[config.mk]
export PLATFORM = sky130hd
export DESIGN_NAME = scl_cfg
export DESIGN_NICKNAME = d
export VERILOG_FILES = /design/src/rtl/scl_pkg.sv /design/src/rtl/scl_cfg.sv
export SDC_FILE = /design/constraint.sdc
export NUM_CORES = 1
export LEC_CHECK = 0
export BUFFER_PORTS_ARGS = -buffer_cell sky130_fd_sc_hd__buf_2
export CAP_MARGIN = 10
export CORE_MARGIN = 1
export CORE_UTILIZATION = 58
export CTS_CLUSTER_SIZE = 14
export DETAILED_ROUTE_END_ITERATION = 8
export PLACE_DENSITY_LB_ADDON = 0.1
export SYNTH_ARGS = -nofsm -noshare
export SYNTH_HDL_FRONTEND = slang
export SYNTH_SLANG_ARGS = --single-unit
export TNS_END_PERCENT = 30
[constraint.sdc]
create_clock -name clk_i -period 1.94 [get_ports clk_i]
set_clock_uncertainty 0.2 [all_clocks]
set_input_delay 0.097 -clock clk_i [delete_from_list [all_inputs] [get_ports clk_i]]
set_output_delay 0.097 -clock clk_i [all_outputs]
set_load 0.005 [all_outputs]
[src/rtl/scl_pkg.sv]
// Shared types and constants of the size-class LRU cache directory.
// No dependencies; used by every module of the block.
`default_nettype none

package scl_pkg;

  localparam int NUM_CLASSES_DEF = 4;
  localparam int MAX_LINES_DEF   = 16;

  localparam int KEY_W   = 32;
  localparam int LEN_W   = 20;
  localparam int STAMP_W = 48;
  localparam int LINES_W = 5;

  // configuration register map
  localparam int CFG_CLASSES = 4;
  localparam int CFG_SEL_W   = 2;
  localparam int CFG_IDX_W   = 4;
  localparam logic [CFG_IDX_W-1:0] CFG_LIMIT_BASE = 4'd0;
  localparam logic [CFG_IDX_W-1:0] CFG_LINES_BASE = 4'd4;
  localparam logic [CFG_IDX_W-1:0] CFG_END        = 4'd8;

  localparam logic [LEN_W-1:0] LIMIT_RST [CFG_CLASSES] =
    '{20'd1024, 20'd8192, 20'd32768, 20'd102400};
  localparam logic [LINES_W-1:0] LINES_RST = 5'd16;

  typedef enum logic {
    REQ_LOOKUP,
    REQ_INSERT
  } scl_req_e;

  typedef enum logic [1:0] {
    STAT_HIT,
    STAT_MISS,
    STAT_STORED,
    STAT_TOO_BIG
  } scl_status_e;

  // write request to the line store
  typedef struct packed {
    logic en;    // write the stamp
    logic full;  // also write key and length
  } scl_wr_t;

  // result of the shared line compare unit
  typedef struct packed {
    logic empty;  // stamp is zero
    logic match;  // valid line with the requested key
    logic le;     // stamp not above the best stamp so far
  } scl_cmp_t;

endpackage

`default_nettype wire

[src/rtl/scl_cfg.sv]
// Class limit and line count registers with the per-class view used by the sequencer.
// Depends on scl_pkg.
`default_nettype none

module scl_cfg import scl_pkg::*; #(
  parameter int NUM_CLASSES = NUM_CLASSES_DEF,
  parameter int MAX_LINES   = MAX_LINES_DEF,
  parameter int CLS_W       = 2,
  parameter int NW          = 5
) (
  input  wire logic                 clk_i,
  input  wire logic                 rst_ni,
  input  wire logic                 cfg_valid_i,
  input  wire logic [CFG_IDX_W-1:0] cfg_index_i,
  input  wire logic [LEN_W-1:0]     cfg_data_i,
  input  wire logic [CLS_W-1:0]     cls_i,
  output logic      [LEN_W-1:0]     limit_o,
  output logic      [NW-1:0]        lines_o
);

  logic [LEN_W-1:0]   limit_q [CFG_CLASSES];
  logic [LINES_W-1:0] lines_q [CFG_CLASSES];
  logic [LINES_W-1:0] raw_lines;

  always_ff @(posedge clk_i or negedge rst_ni) begin
    if (!rst_ni) begin
      for (int k = 0; k < CFG_CLASSES; k++) begin
        limit_q[k] <= LIMIT_RST[k];
        lines_q[k] <= LINES_RST;
      end
    end else if (cfg_valid_i) begin
      if (cfg_index_i < CFG_LINES_BASE) begin
        limit_q[cfg_index_i[CFG_SEL_W-1:0]] <= cfg_data_i;
      end else if (cfg_index_i < CFG_END) begin
        lines_q[cfg_index_i[CFG_SEL_W-1:0]] <= cfg_data_i[LINES_W-1:0];
      end
    end
  end

  // classes without registers: limit 0, one line
  always_comb begin
    limit_o   = '0;
    raw_lines = LINES_W'(1);
    for (int k = 0; k < CFG_CLASSES; k++) begin
      if (32'(cls_i) == k) begin
        limit_o   = limit_q[k];
        raw_lines = lines_q[k];
      end
    end
    if (raw_lines == '0) begin
      lines_o = NW'(1);
    end else if (32'(raw_lines) > MAX_LINES) begin
      lines_o = NW'(MAX_LINES);
    end else begin
      lines_o = NW'(raw_lines);
    end
  end

endmodule

`default_nettype wire

Yosys cells after proc, flatten, opt, wreduce, memory -nomap -nowiden --
Cells that the tools add are included.
Cells by class: muxes and demuxes 16, order comparisons 5, eq/ne operators 3, bitwise logic cells 2, reductions and logical operators 5
Operator list (number):
- $mux W20 | 5
- $bwmux W80 | 1
- $demux W20 S2 | 1
- $mux W5 | 7
- $bwmux W20 | 1
- $demux W5 S2 | 1
- $gt A5 B5 Y1 const B | 1
- $logic_not A5 Y1 | 1
- $eq A2 B2 Y1 const B | 2
- $lt A4 B3 Y1 const B | 1
- $lt A4 B4 Y1 const B | 1
- $ge A3 B3 Y1 const B | 1
- $lt A3 B1 Y1 const B | 1
- $not A2 Y3 | 1
- $reduce_and A3 Y1 | 1
- $eq A2 B1 Y1 const B | 1
- $logic_not A2 Y1 | 1
- $reduce_and A2 Y1 | 1
- $logic_and A1 B1 Y1 | 1
- $not A1 Y1 | 1
Storage, ports and cells: register bits 100, output and inout port bits 25, input bits 29, word-level logic and storage cells 39

Logic depth before layout (Yosys ltp) --
depth after elaboration 8, depth in mapped cells 4, depth with buffers taken out 3

Worst setup path before layout --
OpenSTA, ideal clock, no wires.
path type in2out, from input cls_i[0], to output limit_o[0], path slack 504 ps, stages 3, data arrival time 1139 ps, required time 1643 ps, path through buf_2 > buf_2 > mux4_2
Between the ends: word-level cells in the longest chain between the ends 5
RTL lines:
- start: declaration | RTL line scl_cfg.sv:16 | input wire logic [CLS_W-1:0] cls_i,
- $logic_not A2 Y1 | RTL line scl_cfg.sv:45 | if (32'(cls_i) == k) begin
- $mux W20 (3 in a row) | RTL line scl_cfg.sv:45
- $mux W20 * | RTL line scl_cfg.sv:45
- end: declaration | RTL line scl_cfg.sv:17 | output logic [LEN_W-1:0] limit_o,
Mark *: on every way between the ends. The rest lies on a longest branch, timed or not.

Final worst setup path --
from register lines_q[1] (netlist bit), to output lines_o[0]
Between the ends: word-level cells in the longest chain between the ends 4
RTL lines:
- start: declaration | RTL line scl_cfg.sv:22 | logic [LINES_W-1:0] lines_q [CFG_CLASSES];
- start signal: indexed assignment | RTL line scl_cfg.sv:35 | lines_q[cfg_index_i[CFG_SEL_W-1:0]] <= cfg_data_i[LINES_W-1:0];
- $mux W5 * | RTL line scl_cfg.sv:45
- $gt A5 B5 Y1 | RTL line scl_cfg.sv:52 | end else if (32'(raw_lines) > MAX_LINES) begin
- $mux W5 | RTL line scl_cfg.sv:52
- $mux W5 * | RTL line scl_cfg.sv:50 | if (raw_lines == '0) begin
- end: declaration | RTL line scl_cfg.sv:18 | output logic [NW-1:0] lines_o
Marked as above.

==> out/metrics.yaml <==
run_status:
  outcome: "completed"
yosys:
  synth.distinct_cells: 18
  synthTopCellsByArea: "dfrtp_1 51%, mux2_2 25%, mux4_2 13%, dfstp_2 6.0%, buf_2 1.3%"
  synth_cells: 258
  synth_area_sq_mm: 0.00438
  async_flop_share_pct: 100
  synth_top_area_share_pct: 51.4
  synth-edff-count: 0
  synth_common_cells: "97 x mux2_2, 90 x dfrtp_1, 25 x mux4_2"
  synthFlopType: "dfrtp_1"
  yosysWarnings: 0
  yosysTopAreaCell: "dfrtp_1"
  avgSynthCellArea_sq_um: 17.0
  seq_area_frac_synth_pct: 57.4
  synth_most_common_cell: "mux2_2"
  ys_ff_latch: 100
  synth_nets: 287
worst_setup_path:
  cp.arrival_ns: 1.63
  reg2reg_to: "limit_q[23]"
  r2r_start: "limit_q[23]"
  critPathLaunchType: "register"
  worst_setup_path_end_kind: "output pin"
  worst_ep_required_time_ns: 1.64
  crit_fanout: 2
  r2r_cells: 1
  path_class: "reg -> out"
  r2r_slack_ns: 0.96
hold_path:
  hp-class: "in -> async"
placed_design:
  dp.cells: 409
  port_buffers: 53
  dp_hpwl_mm: 5.29
  routabilityCongestion: 0.734
  pre_cts_slack_ns: 0.320
clock_network:
  cts_buffer_depth: 2
  htree_levels: 3
  clock_sinks: 100
  root_buffer: "clkbuf_8"
  cts_buffers: 9
  cts_tree: "built"
  cts.clk_slew.worst_paths_ns: 0.09
  postCtsSetupBuffers: 0
  insertion_delay_ns: 0.36
drt:
  wire_per_inst_um: 18.0
  totalWireLength_mm: 8.05
  viasPerCell: 5.69
  drc: 0
  ant_nets: 0
  firstDrtPassIters: 4
  drt_iter0_markers: 114
  vias: 2537
power_and_ir_drop:
  vdd_drop_max_mv: 0.727
  pwr_density_cell_mw_per_mm2: 1020
  leakagePower_uw: 0.00232
  p_total_uw: 5390
sta:
  timing.final.hold_violations: 0
  setup_ws_ns: 0.0123
  slew_headroom_pct: 63.9
  rsz0062_at_grt: "true"
  hold_slack_ns: 0.0309
  min_period_ns: 1.93
  final_max_slew_viol_count: 0
  setup_viol: 0
  finalSetupTns_ns: 0
  worstMarginPinSlew_ns: 0.538
  fin_crit_sh_pct: 99.4
  fmax_mhz: 519
final_layout:
  drive_above_1_share_pct: 62.5
  fin_nets: 371
  antenna_cells: 0
  seqCellArea_sq_mm: 0.00251
  multi_input_area_sq_mm: 0.00182
  fill_cells: 509
  layout.cells.non_filler: 446
  syn2layout_area_growth_pct: 21.1
global_route:
  track_usage_pct: 23.4
  grt_max_degree: 40
  antenna_found_initial: 0
  grt_pass1_wl_mm: 13.2
  first_global_vias: 2627
  grt_overflow: 0
die:
  core-area_sq_mm: 0.00729
  fp-row-count: 31
  io-pin-count: 54
  fp.dieH_um: 88.9
  die_area_sq_mm: 0.00791
  initial_utilization_pct: 60.1
  die_w_um: 88.9
job:
  max-cap-violations: 0
timing repair:
item,CTS,global route
hold buffers,21,0
setup endpoints to repair,1,1
endpoints found under the hold margin,194,0
resized for setup,1,0
pin swaps,1,1
sequential cells by signal, indices dropped and copies added (netlist names):
name / flops
limit_q: 80
lines_q: 20
critical path: stages, from the launching register on:
cell	delay, ns
dfrtp_1	0.38
mux4_2	0.49
nor3_2	0.18
o21ba_1	0.13
buf_2	0.10
metrics by stage:
step | util [%] | instance area, sq um
3_3_place_gp | 66.8 | 4870
6_report | 72.8 | 5310
3_5_place_dp | 66.8 | 4870
4_1_cts | 72.8 | 5310
2_1_floorplan | - | 4380
5_1_grt | 72.8 | 5310
placed cells by master (no fill, tap or decap), types with 2 or more instances in the layout:
master         Yosys  final
buf_12             0      4
buf_2             11     52
buf_4              0     10
bufinv_16          0      2
clkbuf_1           3      2
clkbuf_8           0     10
clkinvlp_4         0      2
dfrtp_1           90     90
dfstp_2           10     10
dlygate4sd3_1      0     21
mux2_1             3      3
mux2_2            97     97
mux4_2            25     25
nand2_1            2      2
nand2b_1           2      2
nor2_1             3      3
nor2b_1            3      3
nor3_2             1      4
report_power, final:
| part | internal, uW | switching, uW | total (uW) |
|---|---|---|---|
| clock network | 763 | 677 | 1440 |
| logic | 747 | 380 | 1130 |
| registers | 2600 | 228 | 2830 |
cells by family after synthesis:
family | Yosys count | synth area share [%]
mux | 125 | 38.5
flops | 100 | 57.4
simple gates | 18 | 2.31
buf+inv | 14 | 1.51
compound gates | 1 | 0.228
final cells by class:
class,count,share of cell area [%]
tap,99,2.33
clock buffer,12,2.74
timing repair buffer,87,11.8
multi-input combinational,144,34.3
sequential,100,47.4
clock inverter,4,1.41
per-layer routing:
metal  vias up  global-route usage [%]  share of wire (%)  wire, um
met1      1340                    32.5                 47      3770
met2        51                    37.1                 48      3850
met3        13                    4.34                3.5       281
met4         0                    9.38                1.7       137
met5         -                       0                  0         0
li1       1133                       -                  -         -
worst max-delay path by stage:
stage               cells after the start  startpoint         end  slack, ns
global route                            4  lines_q[8]  lines_o[0]      -0.08
global placement                        4    cls_i[0]  limit_o[0]       0.32
floorplan                               3    cls_i[0]  limit_o[0]       0.50
finish                                  4  lines_q[1]  lines_o[0]       0.01
CTS                                     4  lines_q[1]  lines_o[0]      -0.01
detailed placement                      5    cls_i[0]  lines_o[0]       0.32
(Power assumes the default switching activity.)
