### src/rtl/scl_pkg.sv
// Shared types and constants of the size-class LRU cache directory.
// No dependencies; used by every module of the block.
`default_nettype none

package scl_pkg;

  localparam int NUM_CLASSES_DEF = 4;
  localparam int MAX_LINES_DEF   = 16;

  localparam int KEY_W   = 32;
  localparam int LEN_W   = 20;
  localparam int STAMP_W = 48;
  localparam int LINES_W = 5;

  // configuration register map
  localparam int CFG_CLASSES = 4;
  localparam int CFG_SEL_W   = 2;
  localparam int CFG_IDX_W   = 4;
  localparam logic [CFG_IDX_W-1:0] CFG_LIMIT_BASE = 4'd0;
  localparam logic [CFG_IDX_W-1:0] CFG_LINES_BASE = 4'd4;
  localparam logic [CFG_IDX_W-1:0] CFG_END        = 4'd8;

  localparam logic [LEN_W-1:0] LIMIT_RST [CFG_CLASSES] =
    '{20'd1024, 20'd8192, 20'd32768, 20'd102400};
  localparam logic [LINES_W-1:0] LINES_RST = 5'd16;

  typedef enum logic {
    REQ_LOOKUP,
    REQ_INSERT
  } scl_req_e;

  typedef enum logic [1:0] {
    STAT_HIT,
    STAT_MISS,
    STAT_STORED,
    STAT_TOO_BIG
  } scl_status_e;

  // write request to the line store
  typedef struct packed {
    logic en;    // write the stamp
    logic full;  // also write key and length
  } scl_wr_t;

  // result of the shared line compare unit
  typedef struct packed {
    logic empty;  // stamp is zero
    logic match;  // valid line with the requested key
    logic le;     // stamp not above the best stamp so far
  } scl_cmp_t;

endpackage

`default_nettype wire

### src/rtl/scl_cmp.sv
// Shared line compare unit: empty test, key match and stamp ordering for one line.
// Depends on scl_pkg.
`default_nettype none

module scl_cmp import scl_pkg::*; (
  input  wire logic [STAMP_W-1:0] stamp_i,
  input  wire logic [KEY_W-1:0]   key_i,
  input  wire logic [KEY_W-1:0]   ref_key_i,
  input  wire logic [STAMP_W-1:0] best_stamp_i,
  output scl_cmp_t                res_o
);

  always_comb begin
    res_o.empty = (stamp_i == '0);
    res_o.match = (stamp_i != '0) && (key_i == ref_key_i);
    res_o.le    = (stamp_i <= best_stamp_i);
  end

endmodule

`default_nettype wire

### config.mk
export PLATFORM = sky130hd
export DESIGN_NAME = scl_cmp
export DESIGN_NICKNAME = d
export VERILOG_FILES = /design/src/rtl/scl_pkg.sv /design/src/rtl/scl_cmp.sv
export SDC_FILE = /design/constraint.sdc
export NUM_CORES = 1
export LEC_CHECK = 0
export ABC_CLOCK_PERIOD_IN_PS = 3900
export BUFFER_PORTS_ARGS = -buffer_cell sky130_fd_sc_hd__buf_2
export CORE_MARGIN = 2
export CORE_UTILIZATION = 25
export DETAILED_ROUTE_END_ITERATION = 16
export PLACE_DENSITY = 0.69
export SYNTH_ARGS = -nofsm -noshare
export SYNTH_HDL_FRONTEND = slang
export SYNTH_SLANG_ARGS = --single-unit
### constraint.sdc
create_clock -name vclk -period 3.9
set_clock_uncertainty 0.2 [all_clocks]
set_input_delay 0.78 -clock vclk [all_inputs]
set_output_delay 0.78 -clock vclk [all_outputs]
set_load 0.01 [all_outputs]
# Word-level counts from Yosys, hierarchy flattened
# Index checks and enable logic that the tools add are counted.
[op_classes]
n_lt_le_gt_ge = 1
eq_ne = 1
reduce_logical = 3
[op_table]
columns = ["operator", "n"]
rows = [
  ["less-or-equal comparator 48 bit", 1],
  ["zero test 48 bit", 1],
  ["nonzero test 48 bit", 1],
  ["== test 32 bit", 1],
  ["logical AND 1 bit", 1],
]
[totals]
ff_bits = 0
out_inout_bits = 3
word_cells = 5

# Logic depth before layout (Yosys ltp)
# Gate-level depths: netlist of the first run.
[logic_depth]
depth_word = 2
depth_mapped = 8
ltp_nobuf = 8

# Worst setup path before layout of the first run
# No wires, ideal clock.
[synth_timing]
path_type = "input -> output"
from = "input port best_stamp_i[9]"
to = "output port res_o[0] (netlist bit)"
t_arrival_ns = 2.454
required_ns = 2.920
path_slack_ns = 0.466
path_stages = 8
path_cell_list = "inv_1 > ha_1 > a21o_1 > nand3_2 > a21oi_1 > or4_1 > a221o_1 > o31ai_2"
[synth_lines]
columns = ["element", "line", "rtl"]
rows = [
  ["start, declared", "scl_cmp.sv:9", "input wire logic [STAMP_W-1:0] best_stamp_i,"],
  ["end, declared", "scl_cmp.sv:10", "output scl_cmp_t res_o"],
]

==> key figures, run 1 <==
STA
  • Slew Limit Fails: 0
  • Slew @ Worst Pin: roughly 410 ps
  • Final setup viols: 0
  • Fmax: 0.267 GHz
  • Min Tclk post-route: 3750 ps
  • Hold slack: 1790 ps
  • Setup TNS Final: 0 ps
  • Unrepaired setup endpoints after global routing: no
  • Final period utilization: 96.1%
  • Slew HR: 72.1%
  • Final Hold Viols: 0

Run status
  • Status: completed

Power
  • Pwr dens: 91.7 mW/mm²
  • Leakage power total: 1.58 nW
  • Max IR drop VDD: 45.9 µV

Logic synthesis
  • Post-synthesis cell type count: 26
  • Register area share after synthesis: 0%
  • Top-area cell type share of the netlist area: a little over a third
  • YS warnings: 0
  • Commonest cells in the netlist: 48 x ha_1, 48 x inv_1, 32 x xor2_1
  • Largest cells by area after synthesis: ha_1 36%, xor2_1 17%, inv_1 11%, nor4_1 8.3%, nand4_1 6.0%
  • Cell taking the most area after synthesis: ha_1
  • Syn Area/Cell: roughly 7.4 µm²
  • Mapped Cells: 226
  • Post-Syn Area: 0.00166 mm²
  • Syn nets: 434

Die
  • Ports: 163
  • Core ar.: roughly 0.0064 mm²
  • Cell row count: 29
  • Width of the die: approximately 86 µm
  • Initial Util: 26.0%
  • Die height: 85.5 µm
  • DIE AREA: about 0.0073 mm²

Route
  • WL per Instance: 12.2 µm
  • Initial DRC Count: 25
  • Vias: 2199
  • Drt drc: 0
  • Vias per cell: between 4 and 5
  • Final WL: between 5000 and 6000 µm
  • First-pass detailed-route iteration total: 4
  • Antenna-violating nets left: 0

Layout
  • Clkbuf count: 0
  • Nets: 600
  • Antenna Cells: 0
  • Storage cell area: 0 µm²
  • Share of cells above drive strength 1: 43.1%
  • Area Overhead vs Synth: 55.3%
  • Seq cells: 0
  • Final core occ: 40.4%
  • Fillers: 692
  • Footprint of the multi-input gates: roughly 0.0015 mm²

Setup path
  • Critical path startpoint category: input pin
  • Cell mode on critical path: buf_2
  • Worst Path Arrival: 2770 ps
  • Kind of end point of the critical path: output port
  • Worst setup path start: stamp_i[15]
  • Max incr delay on CP: 510 ps
  • Critical path type: input pin to output port
  • CP Data Required Time: 2920 ps
  • Worst path bufs/invs: 2
  • Crit-path max FO: 3
  • Slowest CP cell: or4_1
  • Critical-path cell list: buf_2 > ha_1 > nand4_2 > nor3_1 > a21boi_1 > or4_1 > a221o_1 > o31ai_2 > buf_2
  • Crit path max-delay family: simple AND/OR/NAND/NOR gates

Global routing
  • Largest net degree at the start of global routing: 5
  • Total global routing overflow: 0
  • First-pass GRT wire length: 9230 µm
  • Vias in the first global route: 2207
  • Antenna violations before repair: 0
  • Total global-route track usage: 15.0%

Flow run
  • Max-Cap Viols: 0

Worst hold path
  • Worst hold-check path type: input pin to output port
  • Hold depth: 5
  • Worst hold start: stamp_i[25]
  • Hold worst-path end: res_o[2]

Place
  • Port-buffer cells: about 160
  • Detailed placer's ending HPWL: 5520 µm
  • Placer Congestion: 0.821

Clock tree
  • # hold bufs at CTS: 0
  • Postcts setup bufs: 0
  • Post-cts resize count: 0
-- stage by stage --
| step | power (W) | cell area (µm²) | setup WS (ps) | std cells |
|---|---|---|---|---|
| CTS | 0.000241 | 2580 | 129 | 467 |
| global route | 0.000272 | 2580 | 30.2 | 467 |
| floorplan | 0.000116 | 1660 | 466 | 226 |
| detailed placement | 0.000239 | 2580 | 125 | 467 |
| global placement | 0.000233 | 2580 | 203 | 467 |
| finish | 0.000237 | 2580 | 151 | 467 |
-- where the power goes --
part / total [W] / internal [W] / switching (W) / leakage, nW
Sequential: 0 / 0 / 0 / 0
Combinational: 0.000237 / 0.000126 / 0.000111 / 1.58
Clock: 0 / 0 / 0 / 0
Total: 0.000237 / 0.000126 / 0.000111 / 1.58
-- cell families after synthesis --
kind of cell,after synthesis,synth area share [%]
AOI/OAI and AO/OA,39,14.9
xor gates and xnor gates,32,16.9
adders and majority gates,48,36.1
buffers and inverters,48,10.8
and+or+nand+nor,59,21.2
-- worst max-delay path by stage --
stage / end / slack [ps] / cells after the start
floorplan: res_o[0] / 470 / 8
global placement: res_o[0] / 200 / 9
detailed placement: res_o[0] / 120 / 9
CTS: res_o[0] / 130 / 9
global route: res_o[0] / 30 / 9
finish: res_o[0] / 150 / 9
-- cell usage in the layout (no fill, tap or decap), types with 2 or more instances in the layout --
cell type    n
inv_1       48
ha_1        48
xor2_1      32
nor4_1      22
nor3_1       4
buf_2      163
nand4_1     16
nor2_1       2
o21ai_0      4
nand2_1      6
nand3_1      4
a21o_1       5
a221o_1      2
a211oi_1     2
a21oi_1     19
-- layout make-up --
cell class,count,area share [%]
Inverter,48,6.98
Multi-Input combinational cell,178,57.4
Tap cell,77,3.73
Timing Repair Buffer,164,31.9
-- per-layer routing --
metal / share of wire (%) / vias up / global-route usage, %
met5: 0 / - / 0
met4: 0.42 / 0 / 0.577
met3: 9.7 / 2 / 2.12
met2: 52 / 111 / 31.7
met1: 37 / 936 / 16.2
li1: - / 1150 / -
(Power assumes the default switching activity.)
==> inputs of run 2 (changes only) <==
--- a/config.mk
+++ b/config.mk
@@ -5,12 +5,13 @@
 export SDC_FILE = /design/constraint.sdc
 export NUM_CORES = 1
 export LEC_CHECK = 0
+export ABC_AREA = 1
 export ABC_CLOCK_PERIOD_IN_PS = 3900
 export BUFFER_PORTS_ARGS = -buffer_cell sky130_fd_sc_hd__buf_2
 export CORE_MARGIN = 2
 export CORE_UTILIZATION = 25
 export DETAILED_ROUTE_END_ITERATION = 16
-export PLACE_DENSITY = 0.69
+export PLACE_DENSITY = 0.67
 export SYNTH_ARGS = -nofsm -noshare
 export SYNTH_HDL_FRONTEND = slang
 export SYNTH_SLANG_ARGS = --single-unit
==> constraint.sdc (replaced) <==
create_clock -name vclk -period 3.9
set_clock_uncertainty 0.2 [all_clocks]
set_input_delay 0.78 -clock vclk [all_inputs]
set_output_delay 0.78 -clock vclk [all_outputs]
set_load 0.005 [all_outputs]
==> key figures, run 2 <==
Die
  • DIE AREA: 0.00813 mm² (+11%)
  • Cell row count: 31 (+6.9%)
  • Initial Util: 25.7% (-0.30 points)
  • Core ar.: 0.00721 mm² (+13%)
  • Ports: 163 (unchanged)
  • Width of the die: 90.2 µm (+5.4%)
  • Die height: 90.2 µm (+5.4%)

Logic synthesis
  • Top-area cell type share of the netlist area: 32.4% (-3.8 points)
  • Mapped Cells: 313 (+38%)
  • Adder-Cell Fraction of Synth Area: 32.4% (-3.8 points)
  • Synth Area in Simple Gates: 34.2% (+13 points)
  • Post-synthesis cell type count: 25 (-3.8%)
  • Most numerous cell in the Yosys netlist: nand2_1
  • Compound-Gate Fraction of Synth Area: 8.43% (-6.5 points)
  • Largest cells by area after synthesis: ha_1 32%, nand2_1 16%, inv_1 13%, xnor2_1 6.1%, a21oi_1 5.4%
  • Syn nets: 521 (+20%)
  • Register area share after synthesis: 0% (unchanged)
  • XOR/XNOR Fraction of Synth Area: 10.9% (-6.0 points)
  • Syn Area/Cell: 5.93 µm² (-19%)
  • Post-synthesis mux area share: 0% (unchanged)
  • YS warnings: 0 (unchanged)
  • Commonest cells in the netlist: 77 x nand2_1, 65 x inv_1, 48 x ha_1
  • Post-Syn Area: 0.00186 mm² (+12%)
  • Cell taking the most area after synthesis: ha_1
  • Largest family of logic cells by synthesized area: simple AND/OR/NAND/NOR gates

Route
  • Vias: 2423 (+10%)
  • Final WL: 5740 µm (+0.68%)
  • WL per Instance: 9.98 µm (-18%)
  • Initial DRC Count: 27 (+8.0%)
  • First-pass detailed-route iteration total: 4 (unchanged)
  • Vias per cell: 4.21 (-11%)
  • Drt drc: 0 (unchanged)
  • Antenna-violating nets left: 0 (unchanged)

STA
  • Fmax: 0.323 GHz (+21%)
  • Slew Limit Fails: 0 (unchanged)
  • Unrepaired setup endpoints after global routing: no
  • Slew @ Worst Pin: 548 ps (+133 ps)
  • Min Tclk post-route: 3100 ps (-649 ps)
  • Slew HR: 63.1% (-9.0 points)
  • Final period utilization: 79.5% (-17 points)
  • Final setup viols: 0 (unchanged)
  • Setup TNS Final: 0 ps (unchanged)
  • Final Hold Viols: 0 (unchanged)
  • Setup WS post-layout: 800 ps (+649 ps)

Setup path
  • Worst Path Arrival: 2120 ps (-650 ps)
  • Max incr delay on CP: 290 ps (-220 ps)
  • Crit-path max FO: 2 (-1)
  • Slowest CP cell: ha_1
  • Critical path type: input pin to output port
  • Critical path startpoint category: input pin
  • Kind of end point of the critical path: output port
  • Critical-path cell list: buf_2 > ha_1 > nand2_1 > nor2_1 > nor3b_2 > nand2_1 > nor2_2 > nand2_1 > nand3_1 > nand2_1 > buf_2
  • Cell mode on critical path: nand2_1
  • CP Data Required Time: 2920 ps (about the same)

Layout
  • Commonest non-fill, non-tap cell in the layout: buf_2
  • Fillers: 806 (+16%)
  • Clkbuf count: 0 (unchanged)
  • Storage cell area: 0 µm² (unchanged)
  • Antenna Cells: 0 (unchanged)
  • Share of cells above drive strength 1: 36.6% (-6.5 points)
  • Nets: 686 (+14%)
  • Commonest non-fill, non-tap cells in the layout: 163 x buf_2, 77 x nand2_1, 65 x inv_1, 48 x ha_1, 23 x nor2_1
  • Seq cells: 0 (unchanged)
  • Area Overhead vs Synth: 50.6%

Power
  • Pwr dens: 88.9 mW/mm² (-3.1%)
  • Leakage power total: 1.74 nW (+10%)
  • Max IR drop VDD: 35.1 µV (-23%)

Global routing
  • Vias in the first global route: 2390 (+8.3%)
  • First-pass GRT wire length: 9400 µm (+1.9%)
  • Total global routing overflow: 0 (unchanged)
  • Largest net degree at the start of global routing: 4 (-1)
  • Total global-route track usage: 13.3% (-1.7 points)
  • Antenna violations before repair: 0 (unchanged)

Place
  • DP Worst Slack: 785 ps (+660 ps)
  • Detailed placer's ending HPWL: 5580 µm (+1.1%)
  • Placer Congestion: 0.796 (-3.1%)
  • Port-buffer cells: 163 (unchanged)

Worst hold path
  • Worst hold start: stamp_i[41]
  • Worst hold-check path type: input pin to output port
  • Hold worst-path end: res_o[2]
  • Hold depth: 5 (unchanged)

Run status
  • Status: completed

Flow run
  • Max-Cap Viols: 0 (unchanged)

Clock tree
  • Post-cts resize count: 0 (unchanged)
  • # hold bufs at CTS: 0 (unchanged)
  • Postcts setup bufs: 0 (unchanged)
-- run 2: changes by cell type after synthesis, sizes merged, moves of 6 or more --
cell   before  now
nor2        2   24
nand2       6   78
nor4       22   12
or2         0    6
xnor2       0   13
xor2       32   10
nand4      17    5
inv        48   69
-- run 2: worst max-delay path by stage --
stage                     startpoint        to  slack (ps)
CTS                      stamp_i[47]  res_o[0]         780
finish                   stamp_i[47]  res_o[0]         800
floorplan           best_stamp_i[47]  res_o[0]        1130
global route        best_stamp_i[47]  res_o[0]         650
detailed placement       stamp_i[47]  res_o[0]         780
global placement    best_stamp_i[47]  res_o[0]         820
-- run 2: cells by family (layout without fill, tap and decap cells) --
group	after synthesis	after routing
AO/OA/AOI/OAI	29	29
buffers and inverters	70	233
AND/OR/NAND/NOR	143	143
XOR/XNOR	23	23
adder cells (fa/ha/maj)	48	48
-- run 2: power by group --
group          internal (W)  total [W]  switching (W)
logic              0.000130   0.000248       0.000119
registers                 0          0              0
clock network             0          0              0
total              0.000130   0.000248       0.000119
-- run 2: area by class of cell --
class | instances | area [µm²] | share of cell area, %
Inverter | 70 | 263 | 9.40
Multi-Input combinational cell | 243 | 1590 | 57.0
Tap cell | 99 | 124 | 4.43
Timing Repair Buffer | 163 | 816 | 29.2
-- run 2: worst max-delay path, delay by kind of cell --
family | cells | cell delay, ps
AND/OR/NAND/NOR | 8 | 800
adder cells (fa/ha/maj) | 1 | 290
buffers and inverters | 2 | 250
-- run 2: routing by layer --
| metal | track usage (%) | share of wire [%] |
|---|---|---|
| met3 | 2.01 | 8.1 |
| met5 | 0 | 0 |
| met4 | 1.03 | 0.84 |
| met2 | 28.6 | 54 |
| met1 | 13.7 | 37 |
-- run 2: per-stage QoR --
| step | instance area [µm²] | hold WS (ps) | total power (W) | util [%] | instances |
|---|---|---|---|---|---|
| 2_1_floorplan | 1860 | 1490 | 0.000129 | - | 313 |
| 3_3_place_gp | 2800 | 1740 | 0.000244 | 38.7 | 575 |
| 3_5_place_dp | 2800 | 1740 | 0.000252 | 38.7 | 575 |
| 4_1_cts | 2800 | 1740 | 0.000253 | 38.7 | 575 |
| 5_1_grt | 2800 | 1760 | 0.000287 | 38.7 | 575 |
| 6_report | 2800 | 1730 | 0.000248 | 38.7 | 575 |
